`src/design/cqm_pkg.sv`:
```
// ----------------------------------------------------------------------------
// cqm_pkg
// Shared types and constants for the circular queue with running mean.
// ----------------------------------------------------------------------------
`timescale 1ns / 1ps

package cqm_pkg;

    // default number of storage slots (one is always left free)
    localparam int QUEUE_SLOTS_DEF = 6;

    // field widths
    localparam int TAG_W    = 32;
    localparam int HEIGHT_W = 12;
    localparam int MEAN_W   = 12;

    // divider: quotient bits resolved per cycle
    localparam int DIV_BITS  = 3;
    localparam int DIV_STEPS = MEAN_W / DIV_BITS;

    // operation codes
    localparam logic OP_INSERT = 1'b0;
    localparam logic OP_REMOVE = 1'b1;

    // input item
    typedef struct packed {
        logic                opcode;
        logic [TAG_W-1:0]    item_tag;
        logic [HEIGHT_W-1:0] item_height;
    } in_item_t;

    // result item
    typedef struct packed {
        logic [MEAN_W-1:0] mean_height;
        logic [TAG_W-1:0]  removed_tag;
        logic              empty_error;
    } out_item_t;

    // one queue entry as held in the store
    typedef struct packed {
        logic [TAG_W-1:0]    tag;
        logic [HEIGHT_W-1:0] height;
    } entry_t;

endpackage

```
`src/design/cqm_store.sv`:
```
// ----------------------------------------------------------------------------
// cqm_store
// Entry memory: one write port, one read port with registered read data.
// ----------------------------------------------------------------------------
`timescale 1ns / 1ps

module cqm_store #(
    parameter int DEPTH = cqm_pkg::QUEUE_SLOTS_DEF,
    parameter int IDX_W = $clog2(cqm_pkg::QUEUE_SLOTS_DEF)
) (
    input  logic               aclk,
    input  logic               wr_en,
    input  logic [IDX_W-1:0]   wr_addr,
    input  cqm_pkg::entry_t    wr_data,
    input  logic               rd_en,
    input  logic [IDX_W-1:0]   rd_addr,
    output cqm_pkg::entry_t    rd_data
);
    import cqm_pkg::*;

    entry_t mem [DEPTH];
    entry_t rd_data_reg;

    // write port
    always_ff @(posedge aclk) begin
        if (wr_en) begin
            mem[wr_addr] <= wr_data;
        end
    end

    // read port, registered read data
    always_ff @(posedge aclk) begin
        if (rd_en) begin
            rd_data_reg <= mem[rd_addr];
        end
    end

    assign rd_data = rd_data_reg;

endmodule

```
`src/design/cqm_div.sv`:
```
// ----------------------------------------------------------------------------
// cqm_div
// Iterative divider for the rounded mean: (2*sum + n) / (2*n), a few
// quotient bits per cycle by restoring compare and subtract.
// ----------------------------------------------------------------------------
`timescale 1ns / 1ps

module cqm_div #(
    parameter int CNT_W = $clog2(cqm_pkg::QUEUE_SLOTS_DEF),
    parameter int SUM_W = cqm_pkg::HEIGHT_W + $clog2(cqm_pkg::QUEUE_SLOTS_DEF)
) (
    input  logic                       aclk,
    input  logic                       aresetn,
    input  logic                       start,
    input  logic [SUM_W-1:0]           sum,
    input  logic [CNT_W-1:0]           count,
    output logic                       done,
    output logic [cqm_pkg::MEAN_W-1:0] quotient
);
    import cqm_pkg::*;

    localparam int DVD_W  = SUM_W + 2;
    localparam int DS_W   = CNT_W + MEAN_W;
    localparam int STEP_W = (DIV_STEPS > 1) ? $clog2(DIV_STEPS) : 1;

    logic [DVD_W-1:0]  rem_reg,  rem_next;
    logic [DS_W-1:0]   dsr_reg,  dsr_next;
    logic [MEAN_W-1:0] q_reg,    q_next;
    logic [STEP_W-1:0] step_reg;
    logic              busy_reg;
    logic              done_reg;

    // dividend and divisor aligned to the top quotient bit
    logic [DVD_W-1:0] dividend;
    logic [DS_W-1:0]  divisor_top;

    assign dividend    = {1'b0, sum, 1'b0} + DVD_W'(count);
    assign divisor_top = DS_W'({count, 1'b0}) << (MEAN_W - 1);

    // DIV_BITS restoring steps per cycle
    always_comb begin
        rem_next = rem_reg;
        dsr_next = dsr_reg;
        q_next   = q_reg;
        for (int j = 0; j < DIV_BITS; j++) begin
            q_next = {q_next[MEAN_W-2:0], 1'b0};
            if (rem_next >= DVD_W'(dsr_next)) begin
                rem_next  = rem_next - DVD_W'(dsr_next);
                q_next[0] = 1'b1;
            end
            dsr_next = dsr_next >> 1;
        end
    end

    // control
    always_ff @(posedge aclk) begin
        if (!aresetn) begin
            busy_reg <= 1'b0;
            done_reg <= 1'b0;
            step_reg <= '0;
        end else begin
            done_reg <= 1'b0;
            if (start) begin
                busy_reg <= 1'b1;
                step_reg <= '0;
            end else if (busy_reg) begin
                step_reg <= step_reg + 1'b1;
                if (step_reg == STEP_W'(DIV_STEPS - 1)) begin
                    busy_reg <= 1'b0;
                    done_reg <= 1'b1;
                end
            end
        end
    end

    // datapath
    always_ff @(posedge aclk) begin
        if (start) begin
            rem_reg <= dividend;
            dsr_reg <= divisor_top;
            q_reg   <= '0;
        end else if (busy_reg) begin
            rem_reg <= rem_next;
            dsr_reg <= dsr_next;
            q_reg   <= q_next;
        end
    end

    assign done     = done_reg;
    assign quotient = q_reg;

endmodule

```
`src/design/circular_queue_with_mean.sv`:
```
// ----------------------------------------------------------------------------
// circular_queue_with_mean
// Drop-oldest circular queue of tagged heights with a rounded running mean.
// ----------------------------------------------------------------------------
// Usage:
//   s_valid/s_ready/s_item carry one operation: insert (tag, height) or
//   remove oldest. Each item yields exactly one result on m_valid/m_ready/
//   m_item. An insert reports the mean height of the held entries rounded
//   half up; a full queue drops its oldest entry first. A remove reports the
//   popped tag, or raises empty_error on an empty queue and changes nothing.
//   Entries sit in a single-port-read memory; the head entry is read in the
//   cycle before it is used. The mean comes from a running sum through an
//   iterative divider resolving three quotient bits per cycle. An insert
//   starts the divider and waits in ST_DIV before ST_OUT; an insert into a
//   full queue first reads the head in ST_READ; a remove passes ST_READ and
//   ST_OUT, a remove on empty goes straight to ST_OUT. One item is worked at a
//   time; s_ready returns as the result is loaded into the output register.
//   The output register lets the next item be accepted while a result waits;
//   if the receiver stalls, a further result is held back and s_ready drops.
//   Reset (aresetn low, synchronous) empties the queue and drops any result.
// ----------------------------------------------------------------------------
`timescale 1ns / 1ps

module circular_queue_with_mean #(
    parameter int QUEUE_SLOTS = cqm_pkg::QUEUE_SLOTS_DEF
) (
    input  logic               aclk,
    input  logic               aresetn,
    input  logic               s_valid,
    output logic               s_ready,
    input  cqm_pkg::in_item_t  s_item,
    output logic               m_valid,
    input  logic               m_ready,
    output cqm_pkg::out_item_t m_item
);
    import cqm_pkg::*;

    localparam int IDX_W = $clog2(QUEUE_SLOTS);
    localparam int CNT_W = $clog2(QUEUE_SLOTS);
    localparam int SUM_W = HEIGHT_W + CNT_W;

    // sequencer states
    localparam int         ST_W    = 2;
    localparam [ST_W-1:0]  ST_IDLE = 2'd0;
    localparam [ST_W-1:0]  ST_READ = 2'd1;
    localparam [ST_W-1:0]  ST_DIV  = 2'd2;
    localparam [ST_W-1:0]  ST_OUT  = 2'd3;

    logic [ST_W-1:0]  state_reg, state_next;
    logic [IDX_W-1:0] head_reg,  head_next;
    logic [IDX_W-1:0] tail_reg,  tail_next;
    logic [CNT_W-1:0] count_reg, count_next;
    logic [SUM_W-1:0] sum_reg,   sum_next;
    logic             m_valid_reg, m_valid_next;
    in_item_t         in_reg;
    out_item_t        res_reg, res_next;
    out_item_t        m_item_reg;

    logic             s_accept;
    logic             m_load;
    logic             full;
    logic             empty;

    // memory and divider hookup
    logic             wr_en;
    logic [IDX_W-1:0] wr_addr;
    entry_t           wr_data;
    logic             rd_en;
    entry_t           rd_data;
    logic             div_start;
    logic             div_done;
    logic [MEAN_W-1:0] div_quot;

    function automatic logic [IDX_W-1:0] next_idx(input logic [IDX_W-1:0] i);
        next_idx = (i == IDX_W'(QUEUE_SLOTS - 1)) ? '0 : i + 1'b1;
    endfunction

    assign s_ready  = (state_reg == ST_IDLE);
    assign s_accept = s_valid && s_ready;
    assign full     = (count_reg == CNT_W'(QUEUE_SLOTS - 1));
    assign empty    = (count_reg == '0);

    // entry store
    cqm_store #(
        .DEPTH (QUEUE_SLOTS),
        .IDX_W (IDX_W)
    ) u_store (
        .aclk    (aclk),
        .wr_en   (wr_en),
        .wr_addr (wr_addr),
        .wr_data (wr_data),
        .rd_en   (rd_en),
        .rd_addr (head_reg),
        .rd_data (rd_data)
    );

    // mean divider
    cqm_div #(
        .CNT_W (CNT_W),
        .SUM_W (SUM_W)
    ) u_div (
        .aclk     (aclk),
        .aresetn  (aresetn),
        .start    (div_start),
        .sum      (sum_next),
        .count    (count_next),
        .done     (div_done),
        .quotient (div_quot)
    );

    // sequencer: read head, modify sum and pointers, write tail, run divider, load output
    always_comb begin
        state_next = state_reg;
        head_next  = head_reg;
        tail_next  = tail_reg;
        count_next = count_reg;
        sum_next   = sum_reg;
        res_next   = res_reg;
        wr_en      = 1'b0;
        wr_addr    = tail_reg;
        wr_data    = '{tag: s_item.item_tag, height: s_item.item_height};
        rd_en      = 1'b0;
        div_start  = 1'b0;
        m_load     = 1'b0;
        case (state_reg)
            ST_IDLE: begin
                if (s_valid) begin
                    if (s_item.opcode == OP_REMOVE) begin
                        if (empty) begin
                            res_next   = '{mean_height: '0, removed_tag: '0, empty_error: 1'b1};
                            state_next = ST_OUT;
                        end else begin
                            rd_en      = 1'b1;
                            state_next = ST_READ;
                        end
                    end else if (full) begin
                        // oldest height must come out of the sum first
                        rd_en      = 1'b1;
                        state_next = ST_READ;
                    end else begin
                        wr_en      = 1'b1;
                        sum_next   = sum_reg + SUM_W'(s_item.item_height);
                        tail_next  = next_idx(tail_reg);
                        count_next = count_reg + 1'b1;
                        div_start  = 1'b1;
                        state_next = ST_DIV;
                    end
                end
            end
            ST_READ: begin
                head_next = next_idx(head_reg);
                if (in_reg.opcode == OP_REMOVE) begin
                    sum_next   = sum_reg - SUM_W'(rd_data.height);
                    count_next = count_reg - 1'b1;
                    res_next   = '{mean_height: '0, removed_tag: rd_data.tag, empty_error: 1'b0};
                    state_next = ST_OUT;
                end else begin
                    // drop oldest, then insert; count stays at full
                    sum_next   = sum_reg - SUM_W'(rd_data.height)
                               + SUM_W'(in_reg.item_height);
                    wr_en      = 1'b1;
                    wr_data    = '{tag: in_reg.item_tag, height: in_reg.item_height};
                    tail_next  = next_idx(tail_reg);
                    div_start  = 1'b1;
                    state_next = ST_DIV;
                end
            end
            ST_DIV: begin
                if (div_done) begin
                    res_next   = '{mean_height: div_quot, removed_tag: '0, empty_error: 1'b0};
                    state_next = ST_OUT;
                end
            end
            ST_OUT: begin
                if (!m_valid_reg || m_ready) begin
                    m_load     = 1'b1;
                    state_next = ST_IDLE;
                end
            end
            default: begin
                state_next = ST_IDLE;
            end
        endcase
    end

    // output valid
    always_comb begin
        m_valid_next = m_valid_reg;
        if (m_load) begin
            m_valid_next = 1'b1;
        end else if (m_ready) begin
            m_valid_next = 1'b0;
        end
    end

    // control registers
    always_ff @(posedge aclk) begin
        if (!aresetn) begin
            state_reg   <= ST_IDLE;
            head_reg    <= '0;
            tail_reg    <= '0;
            count_reg   <= '0;
            sum_reg     <= '0;
            m_valid_reg <= 1'b0;
        end else begin
            state_reg   <= state_next;
            head_reg    <= head_next;
            tail_reg    <= tail_next;
            count_reg   <= count_next;
            sum_reg     <= sum_next;
            m_valid_reg <= m_valid_next;
        end
    end

    // payload registers
    always_ff @(posedge aclk) begin
        if (s_accept) begin
            in_reg <= s_item;
        end
        res_reg <= res_next;
        if (m_load) begin
            m_item_reg <= res_reg;
        end
    end

    assign m_valid = m_valid_reg;
    assign m_item  = m_item_reg;

endmodule

```
`config.mk`:
```
export PLATFORM = sky130hd
export DESIGN_NAME = circular_queue_with_mean
export DESIGN_NICKNAME = d
export VERILOG_FILES = /design/src/design/cqm_pkg.sv /design/src/design/cqm_store.sv /design/src/design/cqm_div.sv /design/src/design/circular_queue_with_mean.sv
export SDC_FILE = /design/constraint.sdc
export NUM_CORES = 1
export LEC_CHECK = 0
export BUFFER_PORTS_ARGS = -buffer_cell sky130_fd_sc_hd__buf_2
export CELL_PAD_IN_SITES_DETAIL_PLACEMENT = 1
export CELL_PAD_IN_SITES_GLOBAL_PLACEMENT = 2
export CORE_AREA = 4 4 235 237
export DETAILED_ROUTE_END_ITERATION = 8
export DIE_AREA = 0 0 239 241
export GPL_ROUTABILITY_DRIVEN = 1
export GPL_TIMING_DRIVEN = 0
export HOLD_SLACK_MARGIN = 0.03
export PLACE_DENSITY = 0.86
export SLEW_MARGIN = 5
export SYNTH_ARGS = -nofsm -noshare
export SYNTH_HDL_FRONTEND = slang
export SYNTH_SLANG_ARGS = --single-unit
export TNS_END_PERCENT = 20
```
`constraint.sdc`:
```
create_clock -name aclk -period 17.59 [get_ports aclk]
set_input_delay 4.3975 -clock aclk [delete_from_list [all_inputs] [get_ports aclk]]
set_output_delay 4.3975 -clock aclk [all_outputs]
set_load 0.02 [all_outputs]
```
==> impl_metrics.json, run 1 <==
{
  "drc": 0,
  "cts_max_level": 2,
  "die_y_um": 241,
  "grt_max_degree": 40,
  "placed_cells": 2769,
  "drtIter0Drc": 1196,
  "regMostFlops": "u_store.mem",
  "rsz0062_at_grt": "false",
  "status": "complete, no violations",
  "ys_types": 98,
  "die_area_mm2": 0.0576,
  "initial_core_util_pct": 46.6,
  "finalHoldViolCount": 0,
  "overflow": 0,
  "ys_warn_count": 0,
  "die_x_um": 239,
  "cp.arrival_ns": 9.36,
  "diodes": 0,
  "fillers": 5361,
  "num_vias": 16516,
  "critPathLaunchType": "flop",
  "cts_hold_buf": 0,
  "slew_violations": 0,
  "largest_reg_flops": 264,
  "synth_edf_count": 463,
  "clock_path_buffers": 3,
  "synth-seq-cells": 518,
  "synth-seq-area-share_pct": 60.4,
  "grt_pass1_wl_um": 105000,
  "cp_top_family": "compound AO/OA/AOI/OAI gates",
  "drive_above_1_share_pct": 15.5,
  "crit_slowest_cell": "nor2_2",
  "cpMostUsedCell": "ha_1",
  "max_freq_ghz": 0.111,
  "cts_buffers": 54,
  "dpl_cell_area_mm2": 0.0266,
  "clkTransAtPathRegs_ns": 0.06,
  "grt_pass1_vias": 17630,
  "seqCellArea_mm2": 0.0150,
  "placementRows": 85,
  "post_cts_buffers": 0,
  "core_area_mm2": 0.0533,
  "place_hpwl_um": 49700,
  "synthFlopType": "edfxtp_1",
  "postRouteWirelength_um": 69500,
  "globalplace.congestion": 0.895,
  "num_io_pins": 96,
  "synth_area_mm2": 0.0249,
  "drv_cap": 0,
  "clock_skew_ns": 0.0282,
  "period_share_pct": 51.2,
  "routedWlPerCell_um": 24.2,
  "cts.repair.resized": 0,
  "clock_latency_ns": 0.62,
  "multi_input_area_mm2": 0.00929,
  "root_buffer": "clkbuf_16",
  "slowest_delay_ns": 0.51,
  "area_growth_pct": 14.4,
  "fin_nets": 2274,
  "clock_sinks": 518,
  "min_period_ns": 9.01,
  "firstDrtPassIters": 5,
  "required_ns": 17.94,
  "drtAntennaViolNets": 0,
  "path_buf_inv": 4,
  "instances_no_fill": 2871,
  "cts_tree": "done",
  "via_per_inst": 5.75,
  "worstSetupPathType": "flop to flop",
  "fin_area_mm2": 0.0284,
  "avgSynthCellArea_um2": 12.8,
  "portBuffers": 94,
  "r2r_slack_ns": 8.58,
  "antenna_found_initial": 1,
  "synth_cells": 1942,
  "relSlewSlack_pct": 31.7,
  "synth.net_count": 2087,
  "end_kind": "flop",
  "grt_usage_pct": 23.8,
  "tightest_slew_ns": 1.02,
  "hp-class": "flop to flop",
  "async_flop_share_pct": 0,
  "finalSetupViolations": 0,
  "worst-path-max-fanout": 10
}
==> cell type report <==
class / count / share of cell area [%]
plain buffers: 79 / 1.24
repair buffers: 131 / 2.97
clock inverters: 23 / 1.03
inverters: 68 / 0.898
clock buffers: 79 / 5.30
multi-input cells: 1277 / 32.7
well taps: 696 / 3.06
flip-flops and latches: 518 / 52.8
==> cells in the mapped netlist, types with 37 or more instances <==
cell type / n / share of area, %
nor2_1: 140 / 2.1
mux4_2: 44 / 4.0
dfxtp_1: 55 / 4.4
nand3_1: 38 / 0.77
and2_1: 56 / 1.4
nand2_1: 225 / 3.4
clkbuf_1: 53 / 0.80
ha_1: 89 / 4.5
mux2i_1: 77 / 3.1
xnor2_1: 37 / 1.3
edfxtp_1: 463 / 56
a21oi_1: 112 / 2.3
inv_1: 67 / 1.0
o21ai_0: 53 / 1.1
==> kinds of logic after synthesis <==
kind of cell	share of synthesized area, %
simple gates	11.4
mux	7.63
flops	60.4
xor+xnor	2.47
compound gates	10.6
fa+ha+maj	5.05
buf+inv	2.45
==> cells in the final DEF (no fill, tap or decap), drive strengths merged, types with 12 or more instances in the layout <==
cell type	Yosys	final
nor3	23	23
a211oi	18	18
buf	25	156
a21o	25	25
xnor2	37	37
or3	12	12
a21oi	114	114
nor2b	21	21
and3	22	22
ha	89	89
o211ai	24	24
xor2	33	33
nand2	225	225
o21a	21	21
nand4	12	12
clkinv	0	13
nor2	141	141
inv	68	71
clkbuf	54	133
dfxtp	55	55
nand2b	14	14
nand3	39	39
and2	59	59
edfxtp	463	463
mux2i	78	78
mux4	44	44
o21ai	62	62
==> layer usage <==
layer	GRT usage, %	vias up	part of all wire [%]	routed length, um
li1	-	7655	-	-
met1	31.2	8339	42	29300
met4	6.70	0	2.6	1830
met5	0	-	0	0
met3	2.79	102	4.3	2980
met2	42.0	420	51	35400
==> final timing paths <==
kind | from | endpoint | cells past startpoint
worst min-delay path | res_reg[14] | m_item[14] | 0
worst min register to register | res_reg[14] | m_item[14] | 0
worst max register to register | u_div.dsr_reg[12] | u_div.rem_reg[16] | 30
worst max-delay path | u_div.dsr_reg[12] | u_div.rem_reg[16] | 30
==> per-stage QoR <==
stage	hold slack, ns	TNS, ns	worst slack, ns	utilization [%]
2_1_floorplan	0.400	0	5.31	-
3_3_place_gp	0.402	-5.01	-0.123	49.2
3_5_place_dp	0.406	0	8.64	50.0
4_1_cts	0.417	0	8.61	53.3
5_1_grt	0.433	0	8.02	53.3
6_report	0.418	0	8.58	53.3
Power of run 1 is left out: the tool's default activity adds up to more than one toggle a clock period on the data nets, which glitch-free logic cannot reach.
==> run 2: changes to the inputs <==
CORE_AREA = 4 4 243 245   (was 4 4 235 237)
DIE_AREA = 0 0 247 249   (was 0 0 239 241)
PLACE_DENSITY = 0.81   (was 0.86)
clock period = 8.35 ns   (was 17.59 ns; I/O delays follow)
==> run 2 against run 1 <==
  * Design area is 0.70% higher
  * Critical path depth is 2 higher
  * Clock skew is 0.018 ns higher
  * Via count is 0.97% lower
  * Sequential share of layout area is 0.37 points lower
  * Global-route usage is 1.8 points lower
  * Fmax is 13% higher
  * Hold slack better by 0.00084 ns
  * Final cell count is 2.7% higher
  * Count of clock-buffer cells in the layout is 13 lower
  * Die area is 6.8% higher
  * Register-to-register slack worse by 8.2 ns
  * Critical path type unchanged
==> impl_metrics.json, run 2 (synthesis gave the netlist of run 1 again) <==
{
  "largest_reg_flops": 264,
  "area_growth_pct": 15.2,
  "cts_tree": "done",
  "antenna_found_initial": 3,
  "cp_top_family": "compound AO/OA/AOI/OAI gates",
  "grt_pass1_vias": 17632,
  "r2r_cells": 32,
  "final_common_cell": "edfxtp_1",
  "clock_path_buffers": 3,
  "worstSetupPathType": "flop to flop",
  "core_area_mm2": 0.0571,
  "num_vias": 16356,
  "hp-start": "res_reg[33]",
  "final_cell_mix": "463 x edfxtp_1, 224 x nand2_1, 139 x nor2_1",
  "die_area_mm2": 0.0615,
  "cts_hold_buf": 0,
  "slew_violations": 0,
  "dpl_cell_area_mm2": 0.0267,
  "fin_nets": 2284,
  "hp-class": "flop to flop",
  "tightest_slew_ns": 0.991,
  "drc": 0,
  "grt_usage_pct": 22.0,
  "instances_no_fill": 2948,
  "clock_skew_ns": 0.0465,
  "max_freq_ghz": 0.126,
  "overflow": 0,
  "clkTransAtPathRegs_ns": 0.06,
  "fin_setup_tns_ns": 0,
  "drv_cap": 0,
  "relSlewSlack_pct": 34.0,
  "firstDrtPassIters": 5,
  "die_x_um": 247,
  "die_y_um": 249,
  "via_per_inst": 5.55,
  "required_ns": 8.64,
  "r2r_slack_ns": 0.40,
  "portBuffers": 94,
  "finalHoldViolCount": 0,
  "clock_sinks": 518,
  "path_buf_inv": 6,
  "worst-path-max-fanout": 10,
  "initial_core_util_pct": 43.5,
  "fin_area_mm2": 0.0286,
  "regMostFlops": "u_store.mem",
  "min_to": "m_item[33]",
  "period_share_pct": 95.2,
  "placementRows": 88,
  "reg2reg_from": "u_div.dsr_reg[12]",
  "min_path_cells": 0,
  "clock_latency_ns": 0.61,
  "timing.rr.end": "u_div.rem_reg[4]",
  "globalplace.congestion": 0.857,
  "drtAntennaViolNets": 0,
  "status": "complete, no violations",
  "num_io_pins": 96,
  "postRouteWirelength_um": 67000,
  "place_hpwl_um": 49100,
  "crit_slowest_cell": "a221o_1",
  "min_period_ns": 7.95,
  "end_kind": "flop",
  "cts_max_level": 2,
  "drtIter0Drc": 1033,
  "grt_max_degree": 35,
  "finalSetupViolations": 0,
  "placed_cells": 2840,
  "cts_buffers": 53,
  "routedWlPerCell_um": 22.7,
  "root_buffer": "clkbuf_16",
  "slowest_delay_ns": 0.43,
  "grt_pass1_wl_um": 104000,
  "critPathLaunchType": "flop",
  "drive_above_1_share_pct": 16.8,
  "cp.arrival_ns": 8.23
}
## run 2: final cells by class
cell class / instances / area (um2)
Antenna cell: 1 / 2.50
Buffer: 79 / 363
Clock buffer: 66 / 1390
Clock inverter: 32 / 315
Fill cell: 5857 / 28500
Inverter: 68 / 255
Multi-Input combinational cell: 1277 / 9390
Sequential cell: 518 / 15000
Tap cell: 765 / 957
Timing Repair Buffer: 142 / 942
## run 2: how the worst max path moves through the flow
stage | start | endpoint | slack, ns | cells after the start
floorplan | s_valid | u_store.mem[1][0] | -0.98 | 8
global placement | s_valid | u_store.mem[4][11] | -7.62 | 9
detailed placement | u_div.dsr_reg[12] | u_div.rem_reg[6] | -0.62 | 30
CTS | u_div.dsr_reg[12] | u_div.rem_reg[0] | 0.01 | 31
global route | u_div.dsr_reg[12] | u_div.rem_reg[12] | -0.02 | 33
finish | u_div.dsr_reg[12] | u_div.rem_reg[4] | 0.40 | 32
## run 2: what timing repair did
action | in CTS | in global routing
endpoints found under the setup margin | 18 | 18
resized for setup | 6 | 25
pin swaps | 2 | 4
cloned | 0 | 0
buffers inserted | 2 | 7
## run 2: routing by layer
| layer | part of all wire [%] | global-route usage (%) | wire length (um) | up-vias |
|---|---|---|---|---|
| met1 | 44 | 29.4 | 29300 | 8256 |
| met2 | 50 | 37.9 | 33500 | 326 |
| li1 | - | - | - | 7686 |
| met4 | 2.2 | 5.46 | 1470 | 0 |
| met3 | 4.0 | 2.93 | 2660 | 88 |
| met5 | 0 | 0 | 0 | - |
## run 2: worst reg2reg max path, delay by kind of cell, from the launching register on
family                     cells  cell delay [ns]
buffers and inverters          6             0.93
and+or+nand+nor                6             1.44
muxes                          2             0.56
AOI/OAI and AO/OA             15             3.36
DFF                            1             0.41
adders and majority gates      3             0.95
## run 2: metrics by stage
| step | util, % | setup slack (ns) | hold WS [ns] |
|---|---|---|---|
| 2_1_floorplan | - | -0.976 | 0.400 |
| 3_3_place_gp | 46.0 | -7.62 | 0.402 |
| 3_5_place_dp | 46.8 | -0.618 | 0.406 |
| 4_1_cts | 49.8 | 0.0109 | 0.420 |
| 5_1_grt | 50.1 | -0.0234 | 0.431 |
| 6_report | 50.1 | 0.400 | 0.419 |
Power of run 2 is left out for the same reason.
